[config.mk]
export PLATFORM = sky130hd
export DESIGN_NAME = binary_to_decimal_ascii_emitter
export DESIGN_NICKNAME = d
export VERILOG_FILES = /design/src/hdl/b2da_pkg.sv /design/src/hdl/binary_to_decimal_ascii_emitter.sv
export VERILOG_INCLUDE_DIRS = /design/src /design/src/hdl
export SDC_FILE = /design/constraint.sdc
export NUM_CORES = 1
export LEC_CHECK = 0
export BUFFER_PORTS_ARGS = -buffer_cell sky130_fd_sc_hd__buf_2
export CORE_MARGIN = 8
export CORE_UTILIZATION = 60
export DETAILED_ROUTE_END_ITERATION = 16
export PLACE_DENSITY = 0.76
export SLEW_MARGIN = 15
export SYNTH_ARGS = -nofsm -noshare
export SYNTH_HDL_FRONTEND = slang
export SYNTH_SLANG_ARGS = --single-unit
[constraint.sdc]
create_clock -name clk -period 5.7 [get_ports clk]
set_clock_uncertainty 0.2 [all_clocks]
set_input_delay 0 -clock clk [delete_from_list [all_inputs] [get_ports clk]]
set_output_delay 0 -clock clk [all_outputs]
set_load 0.005 [all_outputs]
[src/hdl/binary_to_decimal_ascii_emitter_defines.svh]
// ============================================================================
// Assertion macros for the binary to decimal ASCII emitter
// Implication checks on the rising edge of clk, held off during reset.
// ============================================================================
`ifndef BINARY_TO_DECIMAL_ASCII_EMITTER_DEFINES_SVH
`define BINARY_TO_DECIMAL_ASCII_EMITTER_DEFINES_SVH

`ifndef SYNTHESIS
`define B2DA_ASSERT_SAME(label, ante, cons) \
    label: assert property (@(posedge clk) disable iff (!rst_n) (ante) |-> (cons)) \
        else $error("b2da check failed");
`define B2DA_ASSERT_NEXT(label, ante, cons) \
    label: assert property (@(posedge clk) disable iff (!rst_n) (ante) |=> (cons)) \
        else $error("b2da check failed");
`else
`define B2DA_ASSERT_SAME(label, ante, cons)
`define B2DA_ASSERT_NEXT(label, ante, cons)
`endif

`endif

[src/hdl/b2da_pkg.sv]
// ============================================================================
// b2da_pkg
// Types, constants and the double-dabble digit adjust for the emitter.
// ============================================================================
package b2da_pkg;

    typedef logic [3:0] digit_t;
    typedef logic [5:0] char_t;

    localparam char_t ASCII_ZERO         = 6'd48;
    localparam int    DD_BITS_PER_STAGE  = 4;

    function automatic digit_t dd_adjust(input digit_t d);
        return (d >= 4'd5) ? digit_t'(d + 4'd3) : d;
    endfunction

endpackage

[src/hdl/binary_to_decimal_ascii_emitter.sv]
// ============================================================================
// binary_to_decimal_ascii_emitter
// Converts an unsigned binary number to ASCII decimal digits, most
// significant first, leading zeros suppressed, last digit marked.
//
//   channel | signals                          | role
//   --------+----------------------------------+-------------------------------
//   in      | in_valid, in_ready, value        | one number per beat
//   out     | out_valid, out_ready,            | one digit per beat, last_digit
//           | digit_char, last_digit           | set on the final digit
//
// A number passes a double-dabble pipeline of ceil(VALUE_BITS/4) stages, four
// bits per stage, and can enter in every cycle while the pipeline has room.
// The digit shifter then steps through all NDIG digit positions of a number
// (10 at 32 bits) unless out stalls, dropping leading zeros as it goes, so the
// shifter sets the sustained rate. A stall on out fills the pipeline and then
// holds in_ready low; nothing is lost or repeated. Reset empties all stages.
// ============================================================================
`include "binary_to_decimal_ascii_emitter_defines.svh"

module binary_to_decimal_ascii_emitter
    import b2da_pkg::*;
#(
    parameter int VALUE_BITS = 32
)
(
    input  logic                  clk,
    input  logic                  rst_n,
    input  logic                  in_valid,
    output logic                  in_ready,
    input  logic [VALUE_BITS-1:0] value,
    output logic                  out_valid,
    input  logic                  out_ready,
    output logic [5:0]            digit_char,
    output logic                  last_digit
);

    localparam int NDIG   = ((VALUE_BITS * 1233) >> 12) + 1;
    localparam int BCD_W  = NDIG * 4;
    localparam int STAGES = (VALUE_BITS + DD_BITS_PER_STAGE - 1) / DD_BITS_PER_STAGE;
    localparam int PAD_W  = STAGES * DD_BITS_PER_STAGE;
    localparam int CNT_W  = $clog2(NDIG + 1);

    logic [STAGES-1:0] vld_reg;
    logic [BCD_W-1:0]  bcd_reg [STAGES];
    logic [PAD_W-1:0]  bin_reg [STAGES];
    logic [STAGES:0]   load;

    logic [BCD_W-1:0]  dig_reg;
    logic [CNT_W-1:0]  cnt_reg;
    logic              busy_reg;
    logic              started_reg;
    logic              emit_take;
    digit_t            top_digit;

    assign in_ready = load[0];

    for (genvar k = 0; k < STAGES; k++) begin : g_stage
        logic [BCD_W-1:0] bcd_in;
        logic [PAD_W-1:0] bin_in;
        logic             vld_in;
        logic [BCD_W-1:0] bcd_c;
        logic [PAD_W-1:0] bin_c;

        if (k == 0) begin : g_first
            assign bcd_in = '0;
            assign bin_in = PAD_W'(value);
            assign vld_in = in_valid;
        end
        else begin : g_next
            assign bcd_in = bcd_reg[k-1];
            assign bin_in = bin_reg[k-1];
            assign vld_in = vld_reg[k-1];
        end

        assign load[k] = !vld_reg[k] || load[k+1];

        always_comb
        begin
            bcd_c = bcd_in;
            bin_c = bin_in;
            for (int b = 0; b < DD_BITS_PER_STAGE; b++)
            begin
                for (int d = 0; d < NDIG; d++)
                begin
                    bcd_c[d*4 +: 4] = dd_adjust(bcd_c[d*4 +: 4]);
                end
                bcd_c = {bcd_c[BCD_W-2:0], bin_c[PAD_W-1]};
                bin_c = {bin_c[PAD_W-2:0], 1'b0};
            end
        end

        always_ff @(posedge clk or negedge rst_n)
        begin
            if (!rst_n)
            begin
                vld_reg[k] <= 1'b0;
            end
            else if (load[k])
            begin
                vld_reg[k] <= vld_in;
            end
        end

        always_ff @(posedge clk)
        begin
            if (load[k])
            begin
                bcd_reg[k] <= bcd_c;
                bin_reg[k] <= bin_c;
            end
        end
    end

    assign top_digit  = dig_reg[BCD_W-1 -: 4];
    assign out_valid  = busy_reg && (started_reg || (top_digit != 4'd0) ||
                                     (cnt_reg == CNT_W'(1)));
    assign last_digit = (cnt_reg == CNT_W'(1));
    assign digit_char = ASCII_ZERO + char_t'(top_digit);
    assign emit_take  = !busy_reg || (out_valid && out_ready && last_digit);
    assign load[STAGES] = emit_take;

    always_ff @(posedge clk or negedge rst_n)
    begin
        if (!rst_n)
        begin
            busy_reg    <= 1'b0;
            started_reg <= 1'b0;
            cnt_reg     <= '0;
            dig_reg     <= '0;
        end
        else if (emit_take)
        begin
            busy_reg    <= vld_reg[STAGES-1];
            started_reg <= 1'b0;
            cnt_reg     <= CNT_W'(NDIG);
            dig_reg     <= bcd_reg[STAGES-1];
        end
        else if (!out_valid || out_ready)
        begin
            started_reg <= started_reg || out_valid;
            cnt_reg     <= cnt_reg - CNT_W'(1);
            dig_reg     <= {dig_reg[BCD_W-5:0], 4'd0};
        end
    end

    `B2DA_ASSERT_SAME(a_busy_has_count, busy_reg, cnt_reg != '0)
    `B2DA_ASSERT_SAME(a_no_leading_zero, out_valid && !started_reg && !last_digit, top_digit != '0)
    `B2DA_ASSERT_NEXT(a_last_restarts, out_valid && out_ready && last_digit, !started_reg)
    `B2DA_ASSERT_NEXT(a_in_enters_pipe, in_valid && in_ready, vld_reg[0])

endmodule
==> impl_summary.md <==
Outcome
The run finished with clean final reports.

Drt
Wire segments on met3 add up to 2050 µm in the final route. The ratio of routed vias to standard cells is 6.04. In this run the remaining antenna-violating nets after routing total 0. For this block, wires on met1 add up to 23,800 µm. In the final routed layout, each cell accounts on average for 14.5 µm. The via count is 22,764. The top routing layer in use is met4. For this run, the detailed router's first-pass iteration total came to 6. In the detailed route, the total length drawn on met2 is 27,700 µm. For this run, design rule violations remaining after detail routing come to 0. The routed wire length is 54,500 µm. The detailed router finished its first iteration with 1,418 violations.

Critical path
The critical path in this run is classified as reg2reg. The data arrival time of the worst path is 4450 ps. The startpoint identified for the worst register-to-register timing path is bcd_reg[1][92]. The type of destination of the critical path is a register. In this run the worst path has a maximum fanout of 8.

The worst setup slack for register-to-register paths is 1330 ps. STA puts the critical path data required time at 5780 ps. The capture point of the worst reg-to-reg path is bcd_reg[1][133]. Tracing the worst setup path back leads to its startpoint at bcd_reg[1][92]. Counting cells, the worst reg-to-reg path comes to 13. Following the worst setup path forward leads to its endpoint at bcd_reg[1][133]. The startpoint type of the worst setup path is a register.

Placed design
The placer congestion estimate is 0.831. The number of buffers added on ports is 42. The wire-length estimate of the detail-placed layout is 38,500 µm.

Synthesis
The most common cell in the netlist is edfxtp_1. After synthesis, the largest area contributor takes up 32.5% of total cell area. The leading area contributor after synthesis is edfxtp_1.

The most used flip-flop cell after synthesis is edfxtp_1. Counting distinct cell types in the post-synthesis netlist gives 102. The sequential fraction of the synthesis area is 37.5%.

Yosys attributes the largest share of cell area to edfxtp_1 (33%), ha_1 (6.7%), dfrtp_1 (4.9%), a21oi_1 (4.7%), xnor2_1 (4.2%). Counting instances in the post-synthesis netlist gives the leading cell types as edfxtp_1 (297), nor2_1 (276), a21oi_1 (258), nand2_1 (250), o21ai_0 (229). Counting flops with a built-in enable in the synthesized netlist gives 297. The cell area that synthesis handed to floorplanning was 27,400 µm². After synthesis, the share of flip-flops with an asynchronous set or reset is 15.4%. For this run, the number of Yosys warnings is 0. The number of instances in the synthesized netlist is 3,057.

A synthesized cell averages 8.96 µm². The flop and latch count out of synthesis is 351.

Power
The power density of the placed cells is 337 nW/µm². The leakage component of the power is 11.5 nW. Across the VDD grid, the largest voltage drop is 308 µV.

STA
The max-slew violation total from the final report was 0. The worst path in the final design needs a cycle of 4370 ps, including I/O delays and setup. The worst slew margin relative to its limit is 24.5%.

The count of final setup violators is 0. The worst hold-check slack is 68.0 ps. Setup repair after global routing left no endpoint under its margin. The highest attainable clock frequency is 229 MHz. The share of the cycle needed by the critical path after routing is 76.7%.

The transition time at the pin with the least slew margin is 1130 ps. The number of hold-slack violations in the final timing report was 0. For the final routed database, the setup TNS stands at 0 ps.

GRT
Global routing consumed, over all layers together, 19.7% of the routing resources. The first-pass GRT wire length is 92,900 µm. The number of antenna violations at the first check in global routing is 0. The number of global-route vias before repair is 21,387.

After global routing the overflow that remains totals 0. Entering global routing, the biggest net connects 78 pins.

Cells and area
Relative to the synthesized area, the layout overhead comes to 10.3%. 0 antenna diodes ended up in the layout. The register area is 10,300 µm².

The number of fill cells in the layout is 3,480. The number of flip-flops under the largest register name is 185. The multi-input combinational cells in the finished layout cover a total of 16,000 µm². Cells with a size suffix above 1 make up 9.11% of the layout. The final-stage net count is 3,320.

Hold path
Along the worst hold path, the cell count comes to 4. The kind of path behind the tightest hold check is in2reg.

Die
After floorplanning, the core was divided into 78 placement rows. Pin placement for this block handled 45 I/O pins. The core region is 45,200 µm². The die footprint is 52,800 µm². The die is 230 µm wide.

For this configuration, the core starts out at a cell density of 60.6%. In this run the vertical extent of the chip is 230 µm.

Clock network
The longest clock path from root to sink contains 3 buffers. Post-CTS repair changed the size of 0 cells. TritonCTS created 43 clock buffers. Clock-pin slew was measured on the worst setup and hold paths at 50 ps. The source-to-sink clock delay at the later pin of the worst-skew pair is 560 ps. The number of setup buffers added after CTS is 0. The tree built by TritonCTS fans out to 351 sinks.

The CTS tree is yes. The number of hold buffers added after CTS was 69. The library cell used as clock root buffer is clkbuf_16. The CTS H-tree depth is 2.

Run
Across the run, the number of max-cap violations was 0.
-- critical path: stages (launching register included) --
cell      delay, ps
edfxtp_1        470
inv_1           130
ha_1            250
nor2b_1         230
o21ba_2         230
mux2i_1         390
a21oi_1         130
o22ai_2         380
clkinv_1        310
ha_1            310
a221oi_2        580
o21ai_0         150
a211oi_1        280
a31oi_1          60
-- placed cells by master (no fill, tap or decap), types with 33 or more instances in the layout --
master         count
edfxtp_1         297
nor2_1           276
a21oi_1          258
nand2_1          250
o21ai_0          229
inv_1            174
ha_1             147
xnor2_1          131
a31oi_1          110
mux2i_1           87
o21ai_1           85
nand2b_1          77
dlygate4sd3_1     69
mux2_2            66
dfrtp_1           54
nand3_1           47
clkbuf_16         45
nor3b_1           43
nor2b_1           43
buf_2             42
a211oi_1          41
nor3_1            40
a21o_1            33
-- worst min-delay path by stage --
| stage | end | slack [ps] | startpoint |
|---|---|---|---|
| after floorplan | busy_reg | -500 | rst_n |
| after global placement | dig_reg[38] | -340 | rst_n |
| after detailed placement | dig_reg[38] | -330 | rst_n |
| after CTS | started_reg | 40 | out_ready |
| after global routing | started_reg | 100 | out_ready |
| final | started_reg | 70 | out_ready |
-- cell families (layout without fill, tap and decap cells) --
| logic type | count (synthesis) | count (layout) | synth area share, % |
|---|---|---|---|
| AOI/OAI and AO/OA | 1093 | 1093 | 25.4 |
| adders and majority gates | 149 | 149 | 6.79 |
| DFF | 351 | 351 | 37.5 |
| xor gates and xnor gates | 160 | 160 | 5.35 |
| and+or+nand+nor | 859 | 859 | 14.8 |
| other | 1 | 2 | 0.0137 |
| buffers and inverters | 285 | 398 | 4.02 |
| muxes | 159 | 159 | 6.16 |
-- final cells by class --
| cell class | count | area share, % |
|---|---|---|
| multi-input combinational | 2422 | 53.1 |
| sequential | 351 | 34.0 |
| clock buffer | 59 | 3.97 |
| timing repair buffer | 126 | 3.35 |
| tap | 600 | 2.48 |
| inverter | 193 | 2.40 |
| clock inverter | 20 | 0.741 |
-- through the flow --
step | instance area, µm² | util [%] | setup slack [ps] | instances | total power [mW]
2_1_floorplan | 27400 | - | 992 | 3058 | 6.68
3_3_place_gp | 28100 | 62.2 | 1570 | 3623 | 7.15
3_5_place_dp | 28100 | 62.2 | 1400 | 3623 | 7.38
4_1_cts | 30200 | 66.9 | 1370 | 3771 | 10.2
5_1_grt | 30200 | 66.9 | 993 | 3771 | 10.9
6_report | 30200 | 66.9 | 1330 | 3771 | 10.2
-- report_power, final --
group          total (mW)  switching (mW)  internal [mW]
clock network        2.75            1.09           1.66
registers            3.41           0.159           3.25
logic                4.01            2.35           1.67
total                10.2            3.59           6.58
-- layer usage --
metal | GRT usage (%) | vias up
met3 | 2.91 | 79
li1 | - | 11557
met2 | 36.4 | 436
met4 | 5.74 | 0
met5 | 0 | -
met1 | 23.5 | 10692
No activity file was read; power rests on OpenSTA's default activity.
